## config.mk

```make
export PLATFORM = sky130hd
export DESIGN_NAME = dda_line_rasterizer
export DESIGN_NICKNAME = d
export VERILOG_FILES = /design/src/rtl/dda_pkg.sv /design/src/rtl/dda_queue.sv /design/src/rtl/dda_front.sv /design/src/rtl/dda_back.sv /design/src/rtl/dda_line_rasterizer.sv
export SDC_FILE = /design/constraint.sdc
export NUM_CORES = 1
export LEC_CHECK = 0
export ABC_AREA = 1
export BUFFER_PORTS_ARGS = -buffer_cell sky130_fd_sc_hd__buf_2
export CAP_MARGIN = 40
export CORE_MARGIN = 2
export CORE_UTILIZATION = 40
export DETAILED_ROUTE_END_ITERATION = 16
export PLACE_DENSITY = 0.63
export SETUP_SLACK_MARGIN = 0.02
export SYNTH_ARGS = -nofsm -noshare
export SYNTH_HDL_FRONTEND = slang
export SYNTH_HIERARCHICAL = 1
export SYNTH_SLANG_ARGS = --single-unit
```

## constraint.sdc

```tcl
create_clock -name i_clk -period 5 [get_ports i_clk]
set_input_delay 0.25 -clock i_clk [delete_from_list [all_inputs] [get_ports i_clk]]
set_output_delay 0.25 -clock i_clk [all_outputs]
set_load 0.05 [all_outputs]
```

## src/rtl/dda_pkg.sv

```systemverilog
`timescale 1ns / 1ps
// ----------------------------------------------------------------------------
// dda_pkg
// Shared types and constants for the DDA line rasterizer.
// ----------------------------------------------------------------------------
package dda_pkg;

    localparam int COORD_BITS = 12;
    localparam int FRAC_BITS  = 16;
    localparam int CMD_DEPTH  = 2;
    localparam int OUT_DEPTH  = 2;

    typedef enum logic {
        OP_START = 1'b0,
        OP_STEP  = 1'b1
    } t_opcode;

    typedef enum logic [1:0] {
        ST_IDLE,
        ST_DIV,
        ST_RUN
    } t_back_state;

    typedef struct packed {
        t_opcode                       opcode;
        logic signed [COORD_BITS-1:0]  start_x;
        logic signed [COORD_BITS-1:0]  start_y;
        logic signed [COORD_BITS-1:0]  end_x;
        logic signed [COORD_BITS-1:0]  end_y;
    } t_item;

    typedef struct packed {
        logic signed [COORD_BITS-1:0]  pixel_x;
        logic signed [COORD_BITS-1:0]  pixel_y;
        logic                          last;
        logic                          no_line;
    } t_pixel;

    typedef struct packed {
        t_opcode                       op;
        logic signed [COORD_BITS-1:0]  x0;
        logic signed [COORD_BITS-1:0]  y0;
        logic [COORD_BITS-1:0]         dx_mag;
        logic [COORD_BITS-1:0]         dy_mag;
        logic                          dx_neg;
        logic                          dy_neg;
        logic [COORD_BITS-1:0]         len;
    } t_cmd;

endpackage

```

## src/rtl/dda_queue.sv

```systemverilog
`timescale 1ns / 1ps
// ----------------------------------------------------------------------------
// dda_queue
// Small register FIFO with show-ahead read.
// ----------------------------------------------------------------------------
module dda_queue #(
    parameter int WIDTH = 8,
    parameter int DEPTH = 2
) (
    input  logic             i_clk,
    input  logic             i_rst_n,
    input  logic             i_push,
    input  logic [WIDTH-1:0] i_data,
    output logic             o_full,
    input  logic             i_pop,
    output logic [WIDTH-1:0] o_data,
    output logic             o_empty
);

    localparam int AW = (DEPTH > 1) ? $clog2(DEPTH) : 1;
    localparam int NW = $clog2(DEPTH + 1);
    localparam logic [AW-1:0] LAST_PTR = AW'(DEPTH - 1);
    localparam logic [NW-1:0] FULL_CNT = NW'(DEPTH);

    logic [WIDTH-1:0] r_mem [DEPTH];
    logic [AW-1:0]    r_wr_ptr, r_rd_ptr;
    logic [NW-1:0]    r_count;
    logic             w_wr, w_rd;

    assign o_full  = (r_count == FULL_CNT);
    assign o_empty = (r_count == '0);
    assign w_wr    = i_push && !o_full;
    assign w_rd    = i_pop && !o_empty;
    assign o_data  = r_mem[r_rd_ptr];

    always_ff @(posedge i_clk) begin
        if (!i_rst_n) begin
            r_wr_ptr <= '0;
            r_rd_ptr <= '0;
            r_count  <= '0;
        end else begin
            if (w_wr) begin
                r_wr_ptr <= (r_wr_ptr == LAST_PTR) ? '0 : r_wr_ptr + 1'b1;
            end
            if (w_rd) begin
                r_rd_ptr <= (r_rd_ptr == LAST_PTR) ? '0 : r_rd_ptr + 1'b1;
            end
            if (w_wr && !w_rd) begin
                r_count <= r_count + 1'b1;
            end else if (w_rd && !w_wr) begin
                r_count <= r_count - 1'b1;
            end
        end
    end

    always_ff @(posedge i_clk) begin
        if (w_wr) begin
            r_mem[r_wr_ptr] <= i_data;
        end
    end

endmodule

```

## src/rtl/dda_front.sv

```systemverilog
`timescale 1ns / 1ps
// ----------------------------------------------------------------------------
// dda_front
// Classifies an input word: endpoint deltas, magnitudes, signs, step count.
// ----------------------------------------------------------------------------
module dda_front (
    input  dda_pkg::t_item i_item,
    output dda_pkg::t_cmd  o_cmd
);

    localparam int C = dda_pkg::COORD_BITS;

    logic [C:0] w_dx, w_dy, w_ax, w_ay;

    assign w_dx = {i_item.end_x[C-1], i_item.end_x} - {i_item.start_x[C-1], i_item.start_x};
    assign w_dy = {i_item.end_y[C-1], i_item.end_y} - {i_item.start_y[C-1], i_item.start_y};
    assign w_ax = w_dx[C] ? ((C+1)'(0) - w_dx) : w_dx;
    assign w_ay = w_dy[C] ? ((C+1)'(0) - w_dy) : w_dy;

    always_comb begin
        o_cmd.op     = i_item.opcode;
        o_cmd.x0     = i_item.start_x;
        o_cmd.y0     = i_item.start_y;
        o_cmd.dx_mag = w_ax[C-1:0];
        o_cmd.dy_mag = w_ay[C-1:0];
        o_cmd.dx_neg = w_dx[C];
        o_cmd.dy_neg = w_dy[C];
        o_cmd.len    = (w_ax[C-1:0] > w_ay[C-1:0]) ? w_ax[C-1:0] : w_ay[C-1:0];
    end

endmodule

```

## src/rtl/dda_back.sv

```systemverilog
`timescale 1ns / 1ps
// ----------------------------------------------------------------------------
// dda_back
// Line engine: restoring dividers for the increments, position accumulate
// and round-half-away-from-zero pixel output.
// ----------------------------------------------------------------------------
module dda_back #(
    parameter int FRAC_BITS = dda_pkg::FRAC_BITS
) (
    input  logic            i_clk,
    input  logic            i_rst_n,
    input  dda_pkg::t_cmd   i_cmd,
    input  logic            i_cmd_valid,
    output logic            o_cmd_pop,
    output dda_pkg::t_pixel o_pix,
    output logic            o_pix_push,
    input  logic            i_pix_full
);

    localparam int C  = dda_pkg::COORD_BITS;
    localparam int PW = C + FRAC_BITS;
    localparam int IW = FRAC_BITS + 2;
    localparam int QW = FRAC_BITS + 1;
    localparam int CW = $clog2(FRAC_BITS + 1);
    localparam logic [PW:0] RND_POS = (PW+1)'(1) << (FRAC_BITS - 1);
    localparam logic [PW:0] RND_NEG = RND_POS - (PW+1)'(1);
    localparam logic [C-1:0] ONE_STEP = C'(1);

    function automatic logic [C-1:0] round_coord(input logic [PW-1:0] p);
        logic [PW:0] s;
        s = {p[PW-1], p} + (p[PW-1] ? RND_NEG : RND_POS);
        return s[FRAC_BITS +: C];
    endfunction

    dda_pkg::t_back_state r_state, n_state;

    logic [PW-1:0] r_pos_x, r_pos_y, n_pos_x, n_pos_y;
    logic [IW-1:0] r_inc_x, r_inc_y;
    logic [C-1:0]  r_steps, r_len;
    logic [C:0]    r_rem_x, r_rem_y, w_sub_x, w_sub_y;
    logic [QW-1:0] r_q_x, r_q_y, w_q_x, w_q_y;
    logic          r_neg_x, r_neg_y;
    logic [CW-1:0] r_cnt;
    logic          w_take, w_start, w_ge_x, w_ge_y;

    assign w_take  = i_cmd_valid && !i_pix_full && (r_state != dda_pkg::ST_DIV);
    assign w_start = (i_cmd.op == dda_pkg::OP_START);

    assign n_pos_x = r_pos_x + {{(PW-IW){r_inc_x[IW-1]}}, r_inc_x};
    assign n_pos_y = r_pos_y + {{(PW-IW){r_inc_y[IW-1]}}, r_inc_y};

    assign w_ge_x  = (r_rem_x >= {1'b0, r_len});
    assign w_ge_y  = (r_rem_y >= {1'b0, r_len});
    assign w_sub_x = w_ge_x ? (r_rem_x - {1'b0, r_len}) : r_rem_x;
    assign w_sub_y = w_ge_y ? (r_rem_y - {1'b0, r_len}) : r_rem_y;
    assign w_q_x   = {r_q_x[QW-2:0], w_ge_x};
    assign w_q_y   = {r_q_y[QW-2:0], w_ge_y};

    always_comb begin
        n_state = r_state;
        case (r_state)
            dda_pkg::ST_IDLE, dda_pkg::ST_RUN: begin
                if (w_take) begin
                    if (w_start) begin
                        n_state = (i_cmd.len == '0) ? dda_pkg::ST_IDLE : dda_pkg::ST_DIV;
                    end else if (r_state == dda_pkg::ST_RUN && r_steps == ONE_STEP) begin
                        n_state = dda_pkg::ST_IDLE;
                    end
                end
            end
            dda_pkg::ST_DIV: begin
                if (r_cnt == '0) begin
                    n_state = dda_pkg::ST_RUN;
                end
            end
            default: n_state = dda_pkg::ST_IDLE;
        endcase
    end

    always_comb begin
        o_cmd_pop  = w_take;
        o_pix_push = w_take;
        o_pix      = '0;
        if (w_start) begin
            o_pix.pixel_x = i_cmd.x0;
            o_pix.pixel_y = i_cmd.y0;
            o_pix.last    = (i_cmd.len == '0);
        end else if (r_state == dda_pkg::ST_RUN) begin
            o_pix.pixel_x = round_coord(n_pos_x);
            o_pix.pixel_y = round_coord(n_pos_y);
            o_pix.last    = (r_steps == ONE_STEP);
        end else begin
            o_pix.no_line = 1'b1;
        end
    end

    always_ff @(posedge i_clk) begin
        if (!i_rst_n) begin
            r_state <= dda_pkg::ST_IDLE;
        end else begin
            r_state <= n_state;
        end
    end

    always_ff @(posedge i_clk) begin
        if (w_take && w_start) begin
            r_pos_x <= {i_cmd.x0, {FRAC_BITS{1'b0}}};
            r_pos_y <= {i_cmd.y0, {FRAC_BITS{1'b0}}};
            r_rem_x <= {1'b0, i_cmd.dx_mag};
            r_rem_y <= {1'b0, i_cmd.dy_mag};
            r_neg_x <= i_cmd.dx_neg;
            r_neg_y <= i_cmd.dy_neg;
            r_q_x   <= '0;
            r_q_y   <= '0;
            r_len   <= i_cmd.len;
            r_steps <= i_cmd.len;
            r_cnt   <= CW'(FRAC_BITS);
        end else if (w_take && r_state == dda_pkg::ST_RUN) begin
            r_pos_x <= n_pos_x;
            r_pos_y <= n_pos_y;
            r_steps <= r_steps - 1'b1;
        end
        if (r_state == dda_pkg::ST_DIV) begin
            r_rem_x <= {w_sub_x[C-1:0], 1'b0};
            r_rem_y <= {w_sub_y[C-1:0], 1'b0};
            r_q_x   <= w_q_x;
            r_q_y   <= w_q_y;
            r_cnt   <= r_cnt - 1'b1;
            if (r_cnt == '0) begin
                r_inc_x <= r_neg_x ? (IW'(0) - {1'b0, w_q_x}) : {1'b0, w_q_x};
                r_inc_y <= r_neg_y ? (IW'(0) - {1'b0, w_q_y}) : {1'b0, w_q_y};
            end
        end
    end

endmodule

```

## src/rtl/dda_line_rasterizer.sv

```systemverilog
`timescale 1ns / 1ps
// ----------------------------------------------------------------------------
// dda_line_rasterizer
// DDA line rasterizer: start words load endpoints, step words emit pixels.
// ----------------------------------------------------------------------------
//  channel  | handshake          | payload
//  ---------+--------------------+------------------------------
//  input    | i_push / o_full    | i_item  (opcode, endpoints)
//  result   | o_empty / i_pop    | o_pixel (x, y, last, no_line)
//
//  A step word and a zero-length start word each emit one pixel word when the
//  line engine takes them. A start word with nonzero length emits its first
//  pixel at once and then holds the engine for the bit-serial increment
//  division. Words queue in front of the engine meanwhile, up to CMD_DEPTH.
//  Reset is synchronous, active low, empties both queues and idles the engine.
// ----------------------------------------------------------------------------
module dda_line_rasterizer #(
    parameter int FRAC_BITS = dda_pkg::FRAC_BITS,
    parameter int CMD_DEPTH = dda_pkg::CMD_DEPTH,
    parameter int OUT_DEPTH = dda_pkg::OUT_DEPTH
) (
    input  logic            i_clk,
    input  logic            i_rst_n,
    input  logic            i_push,
    input  dda_pkg::t_item  i_item,
    output logic            o_full,
    input  logic            i_pop,
    output dda_pkg::t_pixel o_pixel,
    output logic            o_empty
);

    dda_pkg::t_cmd   w_cmd_in, w_cmd_out;
    dda_pkg::t_pixel w_pix;
    logic            w_cmd_empty, w_cmd_pop, w_pix_push, w_pix_full;

    dda_front u_front (
        .i_item (i_item),
        .o_cmd  (w_cmd_in)
    );

    dda_queue #(
        .WIDTH ($bits(dda_pkg::t_cmd)),
        .DEPTH (CMD_DEPTH)
    ) u_cmd_queue (
        .i_clk   (i_clk),
        .i_rst_n (i_rst_n),
        .i_push  (i_push),
        .i_data  (w_cmd_in),
        .o_full  (o_full),
        .i_pop   (w_cmd_pop),
        .o_data  (w_cmd_out),
        .o_empty (w_cmd_empty)
    );

    dda_back #(
        .FRAC_BITS (FRAC_BITS)
    ) u_back (
        .i_clk       (i_clk),
        .i_rst_n     (i_rst_n),
        .i_cmd       (w_cmd_out),
        .i_cmd_valid (!w_cmd_empty),
        .o_cmd_pop   (w_cmd_pop),
        .o_pix       (w_pix),
        .o_pix_push  (w_pix_push),
        .i_pix_full  (w_pix_full)
    );

    dda_queue #(
        .WIDTH ($bits(dda_pkg::t_pixel)),
        .DEPTH (OUT_DEPTH)
    ) u_out_queue (
        .i_clk   (i_clk),
        .i_rst_n (i_rst_n),
        .i_push  (w_pix_push),
        .i_data  (w_pix),
        .o_full  (w_pix_full),
        .i_pop   (i_pop),
        .o_data  (o_pixel),
        .o_empty (o_empty)
    );

endmodule
```

-- After elaboration in Yosys (flattened, before gate mapping)
Memories as Yosys holds them, arrays and structs flattened. A register that Yosys moved wholly into a read port is not among the register bits.
Cells that the tools add are included.
- add/sub/neg operators: 22
- $lt $le $gt $ge: 3
- equal/unequal tests: 9
- mux-type cells: 50
- bitwise operators: 1
- reduce and logical (&&, ||, !) cells: 33
- operators by type and width (kind ; number):
    $mux 28 ; 4
    $mux 12 ; 7
    $mux 16 ; 5
    $add 28x16->28 ; 2
    $add 28x28->28 ; 2
    $mux 13 ; 4
    $mux 25 ; 2
    $sub 1x17->18 const A ; 2
    $mux 17 ; 2
    $ge 13x12->1 ; 2
    $sub 12x12->13 ; 2
    $sub 1x12->12 const A ; 2
    $sub 12x12->12 ; 2
    $mux 2 ; 8
    $mux 1 ; 15
    $logic_and 1x1->1 ; 13
    $eq 12x1->1 const B ; 1
    $gt 12x12->1 ; 1
    $logic_not 12->1 ; 1
    $sub 12x1->12 const B ; 1
    $mux 5 ; 2
    $logic_not 1->1 ; 8
    $reduce_bool 2->1 ; 4
    $eq 2x2->1 const B ; 3
    14 further kinds ; 23
- register bits: 191
- RAM bits: 178
- memories: 2
- memories (name ; depth ; bits a word ; rd ports ; clocked after Yosys merged registers in ; wr ports ; line ; source):
    u_cmd_queue.r_mem ; 2 ; 63 ; 1 ; 1 ; 1 ; dda_queue.sv:25 ; logic [WIDTH-1:0] r_mem [DEPTH];
    u_out_queue.r_mem ; 2 ; 26 ; 1 ; 1 ; 1 ; dda_queue.sv:25 ;

-- Depth between registers and ports, before layout
Gate-level depths: netlist of run 1.
- word-level depth: 9
- mapped depth: 30
- mapped depth without buffers: 29

-- Hierarchy
Netlist of run 1, hierarchy kept.
- by module, submodules not included (module ; times used ; cells each ; area each (µm²)):
    dda_back ; 1 ; 1987 ; 14681.6
    dda_queue (u_cmd_queue) ; 1 ; 234 ; 5094.9
    dda_front ; 1 ; 509 ; 2708.8
    dda_queue (u_out_queue) ; 1 ; 119 ; 2225.9
    dda_line_rasterizer ; 1 ; 1 ; 3.8

-- Worst setup path before layout of run 1
No wires, ideal clock.
- path type: reg2reg
- start: register u_back.r_inc_y[17]
- end: memory u_out_queue/r_mem[0][2] (netlist name), data pin
- setup time: 0.278 ns
- arrival: 3.596 ns
- data required time: 4.722 ns
- slack: 1.125 ns
- stages on the path, launching flop included: 23
- path buffers: 0
- period minus slack after synthesis: 3.875 ns
- cell sequence: edfxtp_1 -> ha_1 -> nand2_2 -> inv_1 -> nand2_1 -> inv_1 -> a21oi_1 -> nor2_1 -> nor2_1 -> nand2_1 -> nand2_1 -> nand2_1 -> inv_1 -> ha_1 -> nand2_1 -> inv_1 -> nand4_1 -> nor3_1 -> a2111oi_0 -> a21boi_0 -> nand2_1 -> nand2_1 -> o21ai_0
- RTL lines (element ; line ; source):
    from (decl) ; dda_back.sv:38 ; logic [IW-1:0] r_inc_x, r_inc_y;
    from (signal assigned) ; dda_back.sv:131 ; r_inc_y <= r_neg_y ? (IW'(0) - {1'b0, w_q_y}) : {1'b0, w_q_y};
    to (decl) ; dda_queue.sv:25 ;

==> flow_metrics.py, run 1 <==
metrics = {
    "setup_path": {
        "critPathLaunch": "u_back/r_inc_y[17]",
        "crit_path_start_kind": "flip-flop",
        "crit_path_max_fanout": 11,
        "r2r-start": "u_back/r_inc_y[17]",
        "cp.required_ps": 5330,
        "worstPathArrival_ps": 4790,
        "endpoint_kind": "flip-flop",
        "crit_type": "reg2reg",
    },
    "logic_synthesis": {
        "synth_top_area_frac": 0.3949,
        "yosys-top-cells-area": "edfxtp_1 39%, nand2_1 10%, ha_1 7.8%",
        "avgSynthCellArea_um2": 8.672,
        "yosysWarnings": 6,
        "yosysTopAreaCell": "edfxtp_1",
        "synth_edf_count": 325,
        "synthArstFlopShare": 0,
        "ys_types": 59,
        "ys_seq_area_frac": 0.4321,
        "ys_dominant_reg_cell": "edfxtp_1",
        "synthCells": 2850,
        "ys_seq_elements": 371,
        "synth_fp_nets": 3063,
        "syn_area_mm2": 0.02471,
    },
    "routing": {
        "viasPerCell": 5.202,
        "drtPass1Iterations": 5,
        "ant_nets": 0,
        "wl_per_cell_um": 17.37,
        "vias": 19660,
        "drc": 0,
        "routed_wl_um": 65640,
        "drt_iter0_markers": 1549,
    },
    "outcome": {
        "outcome": "finished clean",
    },
    "worst_hold_path": {
        "hold_start": "i_pop",
        "min_path_type": "in2reg",
    },
    "run": {
        "cap_violations": 0,
    },
    "clocking": {
        "clock_path_buffers": 3,
        "h-tree-depth": 2,
        "clk_pin_slew_worst_paths_ps": 60,
        "cts_root_buf": "clkbuf_16",
        "clk_latency_ps": 600,
        "cts_sinks": 371,
        "cts_made_buffers": 42,
        "cts_tree": "yes",
    },
    "global_route": {
        "grt-ovfl-total": 0,
        "grt_util_met2": 0.3505,
        "grt_max_degree": 67,
        "grt_util_met1": 0.2697,
        "grt_pass1_wl_um": 103100,
        "grt-busiest-layer": "met2",
        "antenna_found_initial": 1,
        "track_usage": 0.2054,
        "use_met3": 0.02719,
        "grt_pass1_vias": 19200,
    },
    "floorplanning": {
        "coreArea_mm2": 0.06137,
        "rows": 91,
        "start_util": 0.4027,
        "fp.dieH_um": 252.6,
        "io_pins": 81,
        "dieArea_mm2": 0.06379,
        "die-width_um": 252.6,
    },
    "finish": {
        "utilization": 0.4522,
        "drive_gt1_frac": 0.1222,
        "nFillCells": 5894,
        "nets": 3169,
        "syn_to_final_growth_pct": 12.29,
        "antennaDiodeCount": 0,
    },
    "place": {
        "place.gp.congestion": 0.9322,
        "dp_hpwl_um": 49710,
        "io_buffers": 80,
    },
    "sta": {
        "slew_headroom": 0.4423,
        "hold_violations": 0,
        "slew_viol_final": 0,
        "grt_setup_unrepaired": "false",
        "fmax_mhz": 224.3,
        "tightest_slew_ps": 834.5,
        "fin_crit_sh": 0.8917,
        "finalSetupViolations": 0,
        "fin_crit_ps": 4459,
        "setup_tns_ps": 0,
        "fin_skew_ps": 45.56,
    },
    "power_and_ir_drop": {
        "switching_power_mw": 6.682,
        "pwr-share-comb": 0.469,
        "power_density_mw_per_mm2": 571.8,
        "p_int_mw": 9.186,
        "ir_drop_v": 0.0003141,
        "swShare": 0.4211,
        "seq_power_share": 0.317,
        "power_leakage_nw": 12.30,
        "power_frac_clock": 0.214,
    },
}
[cell usage in the layout (no fill, tap or decap), drive strengths merged]
cell | netlist | final
nand2 | 681 | 681
inv | 366 | 367
edfxtp | 325 | 325
nor2 | 281 | 281
nand3 | 194 | 194
o21ai | 184 | 184
ha | 154 | 154
a21oi | 148 | 148
buf | 41 | 113
mux2 | 89 | 89
xor2 | 69 | 69
clkbuf | 36 | 53
nand4 | 48 | 48
dfxtp | 46 | 46
nor3 | 34 | 34
xnor2 | 33 | 33
dlygate4sd3 | 0 | 26
a31oi | 14 | 14
o22ai | 13 | 13
nor4 | 12 | 12
a22o | 12 | 12
a21o | 11 | 11
clkinv | 2 | 11
o21a | 9 | 9
bufinv | 0 | 8
o21bai | 8 | 8
nand3b | 8 | 8
fa | 6 | 6
clkinvlp | 0 | 5
a32o | 5 | 5
or2 | 4 | 4
a221oi | 3 | 3
o221ai | 3 | 3
a21boi | 2 | 2
a211oi | 2 | 2
o31ai | 2 | 2
and2 | 2 | 2
a2111oi | 1 | 1
o211ai | 1 | 1
nor3b | 1 | 1
[power groups by stage]
stage / combinational [mW] / sequential [mW] / clock [mW]
after global placement: 7.23 / 5.08 / 0
after CTS: 7.41 / 5.04 / 3.46
final: 7.44 / 5.04 / 3.39
after detailed placement: 7.35 / 5.10 / 0
after global routing: 8.22 / 5.12 / 3.58
after floorplan: 5.50 / 4.95 / 0
[Yosys cell counts, drive strengths merged, types with 3 or more instances]
library cell	instances
o21a	9
nor4	12
xnor2	33
edfxtp	325
a22o	12
fa	6
inv	366
nand4	48
a21o	11
nand3	194
xor2	69
nor2	281
nand2	681
buf	41
mux2	89
or2	4
nor3	34
ha	154
o22ai	13
dfxtp	46
a21oi	148
a32o	5
nand3b	8
o21bai	8
a31oi	14
a221oi	3
o21ai	184
clkbuf	36
o221ai	3
[through the flow]
step / hold WS, ps / area (um2) / total power [mW] / std cells / worst slack, ps
global route: 138.1 / 27750 / 16.92 / 3778 / 22.59
finish: 99.52 / 27750 / 15.87 / 3778 / 541.3
global placement: 450.5 / 25810 / 12.32 / 3668 / 469.3
detailed placement: 460.0 / 25940 / 12.45 / 3673 / 431.6
floorplan: 371.3 / 24720 / 10.45 / 2850 / 1125
CTS: 76.26 / 27720 / 15.91 / 3775 / 405.0
[worst max-delay path: stages, from the launching register on]
cell        delay (ps)
edfxtp_1           580
ha_1               480
nand2_2            130
inv_1               40
nand2_1            110
inv_1               50
a21oi_1            200
nor2_1              60
nor2_1             120
nand3_1            120
nand2_1            220
clkinvlp_4         130
buf_4              150
ha_1               320
nand2_1            120
inv_1               80
nand4_1            150
nor3_1              70
a2111oi_1          370
buf_4              180
a21boi_0           270
nand2_1             90
nand2_1             60
o21ai_0             90
[metal layers]
layer	wire length, um	share of wire
met1	29200	0.44
met2	31380	0.48
met3	3092	0.047
met4	1959	0.030
met5	11	0.00017
[logic make-up after synthesis]
| kind of cell | share of synthesized area |
|---|---|
| xor gates and xnor gates | 0.03888 |
| buffers and inverters | 0.07816 |
| AOI/OAI and AO/OA | 0.09518 |
| adders and majority gates | 0.08282 |
| DFF | 0.4321 |
| muxes | 0.05270 |
| and+or+nand+nor | 0.2201 |
[final cells by class]
class	count	area, um2	area share
inverters	368	1385	0.04991
repair buffers	139	1008	0.03634
flip-flops and latches	371	10680	0.3850
clock buffers	53	1144	0.04121
multi-input cells	2034	12170	0.4384
well taps	790	988.4	0.03562
clock inverters	23	375.4	0.01353
[repair_timing]
action | CTS | global route
hold buffers | 26 | 0
gates resized for setup | 0 | 2
endpoints found under the setup margin | 0 | 4
endpoints found under the hold margin | 51 | 0
setup buffers | 0 | 3
[sequential cells by signal, summed over array words and instances (netlist names), named ones only]
| name | flops |
|---|---|
| u_cmd_queue/r_mem | 126 |
| u_back/r_neg_x | 1 |
| u_back/r_neg_y | 1 |
| u_back/r_inc_x | 18 |
| u_out_queue/r_count | 2 |
| u_back/r_q_y | 16 |
| u_back/r_rem_x | 13 |
| u_back/r_pos_y | 28 |
| u_back/r_state | 2 |
| u_back/r_q_x | 16 |
| u_cmd_queue/r_count | 2 |
| u_back/r_cnt | 5 |
| u_back/r_inc_y | 18 |
| u_cmd_queue/r_rd_ptr | 1 |
| u_out_queue/r_mem | 52 |
| u_back/r_rem_y | 13 |
| u_back/r_len | 12 |
| u_out_queue/r_rd_ptr | 1 |
| u_back/r_pos_x | 28 |
| u_cmd_queue/r_wr_ptr | 1 |
| u_back/r_steps | 12 |
| u_out_queue/r_wr_ptr | 1 |
[final timing paths]
check	end	slack (ps)	depth (start not counted)
worst max register to register	u_out_queue/r_mem[1][2]	540	23
worst min-delay path	flip-flop	100	6
worst max-delay path	u_out_queue/r_mem[1][2]	540	23
worst min register to register	u_back/r_pos_x[7]	470	2
Power figures use the tool's default switching activity.
==> inputs of run 2 (changes only) <==
RECOVER_POWER = 100   (was not set)
REMOVE_ABC_BUFFERS = 1   (was not set)
==> run 2 against run 1 <==
Effect of this change:
- count of clock-buffer cells in the layout decreased by 2
- the flow now finishes with violations (capacitance limit, slew limit)
- combinational power decreased by 3.0%
- worst hold slack got worse by 63 ps
- largest power group unchanged
- routed wire length decreased by 0.89%
- critical path depth decreased by 17
- die area unchanged
- critical path type unchanged
- via count decreased by 0.14%
- final cell count increased by 0.11%
- highest routed layer is now met4
==> flow_metrics.py, run 2 (synthesis gave the netlist of run 1 again) <==
metrics = {
    "outcome": {
        "outcome": "finished with violations",
        "failed_checks": "capacitance limit, slew limit",
    },
    "global_route": {
        "grt_pass1_wl_um": 102500,
        "grt-ovfl-total": 0,
        "grt_max_degree": 67,
        "track_usage": 0.2046,
        "antenna_found_initial": 0,
        "grt_pass1_vias": 19080,
    },
    "clocking": {
        "clk_pin_slew_worst_paths_ps": 60,
        "cts_made_buffers": 43,
        "clock_path_buffers": 3,
        "cts_root_buf": "clkbuf_16",
        "cts_sinks": 371,
        "h-tree-depth": 2,
        "clk_latency_ps": 570,
        "cts_tree": "yes",
    },
    "sta": {
        "slew_viol_final": 295,
        "setup_tns_ps": 0,
        "hold_slack_ps": 36.49,
        "fin_crit_sh": 0.9343,
        "hold_violations": 0,
        "fin_skew_ps": 17.61,
        "finalSetupViolations": 0,
        "grt_setup_unrepaired": "false",
        "fmax_mhz": 214.1,
        "tightest_slew_ps": 3526,
        "slew_headroom": -1.350,
        "fin_crit_ps": 4672,
    },
    "place": {
        "io_buffers": 80,
        "place.gp.congestion": 0.9272,
        "dp_hpwl_um": 50160,
    },
    "finish": {
        "regMostFlops": "u_cmd_queue/r_mem",
        "final_cell_mix": "666 x nand2_1, 358 x inv_1, 325 x edfxtp_1",
        "largest_register_ffs": 126,
        "reg.largest.list": "u_cmd_queue/r_mem: 126 flops, u_out_queue/r_mem: 52 flops",
        "nets": 3174,
        "layout_commonest_cell": "nand2_1",
        "syn_to_final_growth_pct": 9.836,
        "antennaDiodeCount": 0,
        "drive_gt1_frac": 0.07721,
    },
    "floorplanning": {
        "coreArea_mm2": 0.06137,
        "die-width_um": 252.6,
        "rows": 91,
        "start_util": 0.4027,
        "io_pins": 81,
        "fp.dieH_um": 252.6,
        "dieArea_mm2": 0.06379,
    },
    "setup_path": {
        "crit_chain": "mux2_1 > inv_1 > clkbuf_1 > nor2_1 > nor2_1 > buf_4",
        "cp.required_ps": 5230,
        "critPathMostFrequentCell": "nor2_1",
        "endpoint_kind": "flip-flop",
        "crit_slowest_cell": "nor2_1",
        "crit_path_start_kind": "flip-flop",
        "crit_path_max_fanout": 22,
        "crit_type": "reg2reg",
        "r2r_cells": 6,
        "slowest_delay_ps": 1540,
        "worstPathArrival_ps": 4900,
    },
    "routing": {
        "viasPerCell": 5.190,
        "drt_iter0_markers": 1396,
        "vias": 19630,
        "ant_nets": 0,
        "routed_wl_um": 65060,
        "drtPass1Iterations": 6,
        "wl_per_cell_um": 17.20,
        "drc": 0,
    },
    "worst_hold_path": {
        "hold_start": "i_rst_n",
        "hold_depth": 3,
        "min_path_type": "in2reg",
    },
    "power_and_ir_drop": {
        "power_density_mw_per_mm2": 563.6,
        "ir_drop_v": 0.0003219,
        "power_leakage_nw": 11.92,
    },
    "run": {
        "cap_violations": 8,
    },
}
run 2: cell count changes in the layout (fill, tap and decap cells not counted), moves of 11 or more:
cell / previous run / this run
mux2_1: 0 / 53
mux2_4: 80 / 29
clkbuf_1: 7 / 56
buf_2: 80 / 45
o21ai_0: 161 / 178
buf_4: 28 / 12
o21ai_1: 14 / 3
run 2: layer usage:
layer | part of all wire | wire length [um] | vias up | GRT usage
li1 | - | - | 9862 | -
met1 | 0.46 | 29790 | 9120 | 0.2730
met2 | 0.46 | 29680 | 543 | 0.3387
met3 | 0.056 | 3615 | 103 | 0.03079
met4 | 0.030 | 1966 | 0 | 0.07050
met5 | 0 | 0 | - | 0
run 2: through the flow:
stage | std cells | instance area (um2) | setup slack, ps | utilization | power [mW]
floorplan | 2773 | 24160 | -2860 | - | 10.31
global placement | 3668 | 25810 | 437.7 | 0.4206 | 12.34
detailed placement | 3673 | 25940 | 386.8 | 0.4227 | 12.46
CTS | 3774 | 27560 | 384.4 | 0.4491 | 15.63
global route | 3782 | 27150 | 79.42 | 0.4423 | 16.39
finish | 3782 | 27150 | 328.4 | 0.4423 | 15.30
run 2: repair_timing:
action	in CTS	in global routing
hold buffers	25	0
buffers inserted	0	8
hold endpoints to repair	50	0
setup endpoints to repair	0	10
resized for setup	0	3
run 2: worst max-delay path, delay by kind of cell, from the launching register on:
family	cells	cell delay [ps]
simple gates	2	1690
flops	1	340
mux	1	660
buf+inv	3	1600
run 2: power by group:
group | switching [mW] | internal, mW
clock network | 1.26 | 1.82
logic | 4.94 | 2.28
registers | 0.354 | 4.64
run 2: final cells by class:
class / instances / area [um2]
Clock buffer: 51 / 1126
Clock inverter: 25 / 244.0
Fill cell: 6039 / 34220
Inverter: 368 / 1385
Multi-Input combinational cell: 2034 / 11850
Sequential cell: 371 / 10680
Tap cell: 790 / 988.4
Timing Repair Buffer: 143 / 875.8
run 2: worst paths after layout:
path                       endpoint  slack (ps)
min          u_cmd_queue/r_count[1]          40
max               u_back/r_steps[2]         330
max reg2reg       u_back/r_steps[2]         330
min reg2reg      u_back/r_pos_y[14]         470
==> inputs of run 3 (changes only) <==
--- a/config.mk
+++ b/config.mk
@@ -10,2 +10,4 @@
 export CAP_MARGIN = 40
+export CELL_PAD_IN_SITES_DETAIL_PLACEMENT = 0
+export CELL_PAD_IN_SITES_GLOBAL_PLACEMENT = 1
 export CORE_MARGIN = 2
@@ -13,3 +15,4 @@
 export DETAILED_ROUTE_END_ITERATION = 16
-export PLACE_DENSITY = 0.63
+export HOLD_SLACK_MARGIN = 0.1
+export PLACE_DENSITY = 0.76
 export RECOVER_POWER = 100
--- a/constraint.sdc
+++ b/constraint.sdc
@@ -3,2 +3,2 @@
 set_output_delay 0.25 -clock i_clk [all_outputs]
-set_load 0.05 [all_outputs]
+set_load 0.1 [all_outputs]
==> run 3 against run 2 <==
Effect of this change:
- the run still ends with capacitance limit, slew limit left
- die area did not move
- total power up 6.0%
- combinational power grew 7.5%
- flip-flop and latch count unchanged
- clock power up 11%
- routed wire length rose by 4.1%
- via count grew 0.14%
- count of clock-buffer cells in the layout grew 6
- register-to-register slack better by 70 ps
==> flow_metrics.py, run 3 (synthesis gave the netlist of run 1 again) <==
metrics = {
    "place": {
        "place.gp.congestion": 0.9458,
        "io_buffers": 80,
        "pre_cts_slack_ps": 6.099,
        "dp_hpwl_um": 52190,
        "placed_cell_area_mm2": 0.02602,
    },
    "floorplanning": {
        "fp.dieH_um": 252.6,
        "die-width_um": 252.6,
        "io_pins": 81,
        "coreArea_mm2": 0.06137,
        "start_util": 0.4027,
        "rows": 91,
        "dieArea_mm2": 0.06379,
    },
    "power_and_ir_drop": {
        "ir_drop_v": 0.0003352,
        "power_frac_clock": 0.211,
        "power_density_mw_per_mm2": 588.9,
        "seq_power_share": 0.311,
        "p_int_mw": 9.101,
        "pwr-share-comb": 0.478,
        "swShare": 0.4385,
        "switching_power_mw": 7.108,
        "power_leakage_nw": 12.08,
    },
    "routing": {
        "wl_per_cell_um": 17.88,
        "ant_nets": 0,
        "vias": 19660,
        "drc": 0,
        "viasPerCell": 5.186,
        "drtPass1Iterations": 6,
        "routed_wl_um": 67750,
        "drt_iter0_markers": 1352,
    },
    "setup_path": {
        "crit_slowest_cell": "clkbuf_1",
        "crit_path_max_fanout": 33,
        "crit_path_start_kind": "flip-flop",
        "crit_chain": "clkbuf_1 > clkbuf_2 > mux2_1 > nor2_1 > nand4_1 > nand2_1 > o21a_1",
        "worstPathArrival_ps": 5020,
        "endpoint_kind": "flip-flop",
        "cp.required_ps": 5420,
        "crit_type": "reg2reg",
        "slowest_delay_ps": 1850,
    },
    "outcome": {
        "failed_checks": "capacitance limit, slew limit",
        "outcome": "finished with violations",
    },
    "global_route": {
        "grt_pass1_vias": 19190,
        "antenna_found_initial": 0,
        "track_usage": 0.2117,
        "grt_max_degree": 67,
        "grt_pass1_wl_um": 105700,
        "grt-ovfl-total": 0,
    },
    "sta": {
        "tightest_slew_ps": 3563,
        "fin_skew_ps": 16.94,
        "hold_slack_ps": 311.7,
        "slew_viol_final": 199,
        "finalSetupViolations": 0,
        "fin_crit_sh": 0.9197,
        "hold_violations": 0,
        "fin_crit_ps": 4598,
        "grt_setup_unrepaired": "false",
        "fin_ws_ps": 401.7,
        "slew_headroom": -1.376,
        "fmax_mhz": 217.5,
    },
    "finish": {
        "drive_gt1_frac": 0.08633,
        "largest_register_ffs": 126,
        "layout_commonest_cell": "nand2_1",
        "final_cell_mix": "664 x nand2_1, 356 x inv_1, 325 x edfxtp_1",
        "regMostFlops": "u_cmd_queue/r_mem",
        "antennaDiodeCount": 0,
        "syn_to_final_growth_pct": 11.38,
        "nets": 3178,
        "final_area_mm2": 0.02753,
        "reg.largest.list": "u_cmd_queue/r_mem: 126 flops, u_out_queue/r_mem: 52 flops",
    },
    "clocking": {
        "clk_pin_slew_worst_paths_ps": 60,
        "cts_tree": "yes",
        "clock_path_buffers": 3,
        "cts_sinks": 371,
        "cts_made_buffers": 43,
        "clk_latency_ps": 590,
        "h-tree-depth": 2,
        "cts_root_buf": "clkbuf_16",
    },
    "run": {
        "cap_violations": 4,
    },
    "worst_hold_path": {
        "min_path_type": "in2reg",
    },
}
[run 3: cell types whose count changed in the layout (fill, tap and decap cells not counted), moves of 3 or more]
cell,change
buf_2,-17
buf_4,-3
bufinv_16,+4
clkbuf_1,+23
clkinv_1,-4
clkinv_2,-5
dlygate4sd3_1,+3
mux2_1,-36
mux2_4,+36
[run 3: area by class of cell]
class	count	area, um2
flip-flops and latches	371	10680
repair buffers	147	925.9
fillers	5934	33840
inverters	368	1385
clock buffers	57	1170
multi-input cells	2034	12010
well taps	790	988.4
clock inverters	23	364.1
[run 3: power by group through the flow]
stage	sequential [mW]	clock [mW]	combinational, mW
global route	5.12	3.61	8.56
detailed placement	5.08	0	7.88
CTS	5.02	3.50	7.94
finish	5.03	3.42	7.76
global placement	5.07	0	7.66
floorplan	5.07	0	5.71
[run 3: stage by stage]
stage                     setup TNS (ps)  total power, mW  instances    util
after floorplan                  -269180            10.78       2773       -
after global placement                 0            12.73       3667  0.4205
after detailed placement               0            12.96       3675  0.4239
after CTS                              0            16.46       3783  0.4536
after global routing                   0            17.29       3790  0.4485
final                                  0            16.21       3790  0.4485
[run 3: layer usage]
metal,wire length (um),global-route usage,up-vias
li1,-,-,9880
met1,30530,0.2799,9236
met2,31800,0.3540,426
met3,3081,0.02657,113
met4,2331,0.07997,0
met5,0,0,-
[run 3: final timing paths]
path,end,slack [ps],depth (start not counted),from
max,u_out_queue/r_mem[0][1],400,7,flip-flop
min,u_cmd_queue/r_mem[1][14],310,4,i_item[0]
max reg2reg,u_out_queue/r_mem[0][1],400,7,flip-flop
min reg2reg,u_back/r_pos_x[2],460,2,u_back/r_pos_x[2]
[run 3: critical path, delay by kind of cell, from the launching register on]
kind | cells | cell delay (ps)
DFF | 1 | 390
buffers and inverters | 2 | 2950
AOI/OAI and AO/OA | 1 | 220
muxes | 1 | 470
and+or+nand+nor | 3 | 390
[run 3: what timing repair did]
item,CTS,global route
endpoints found under the hold margin,62,0
hold buffers,28,0
resized for setup,2,1
buffers inserted,0,5
setup endpoints to repair,2,20
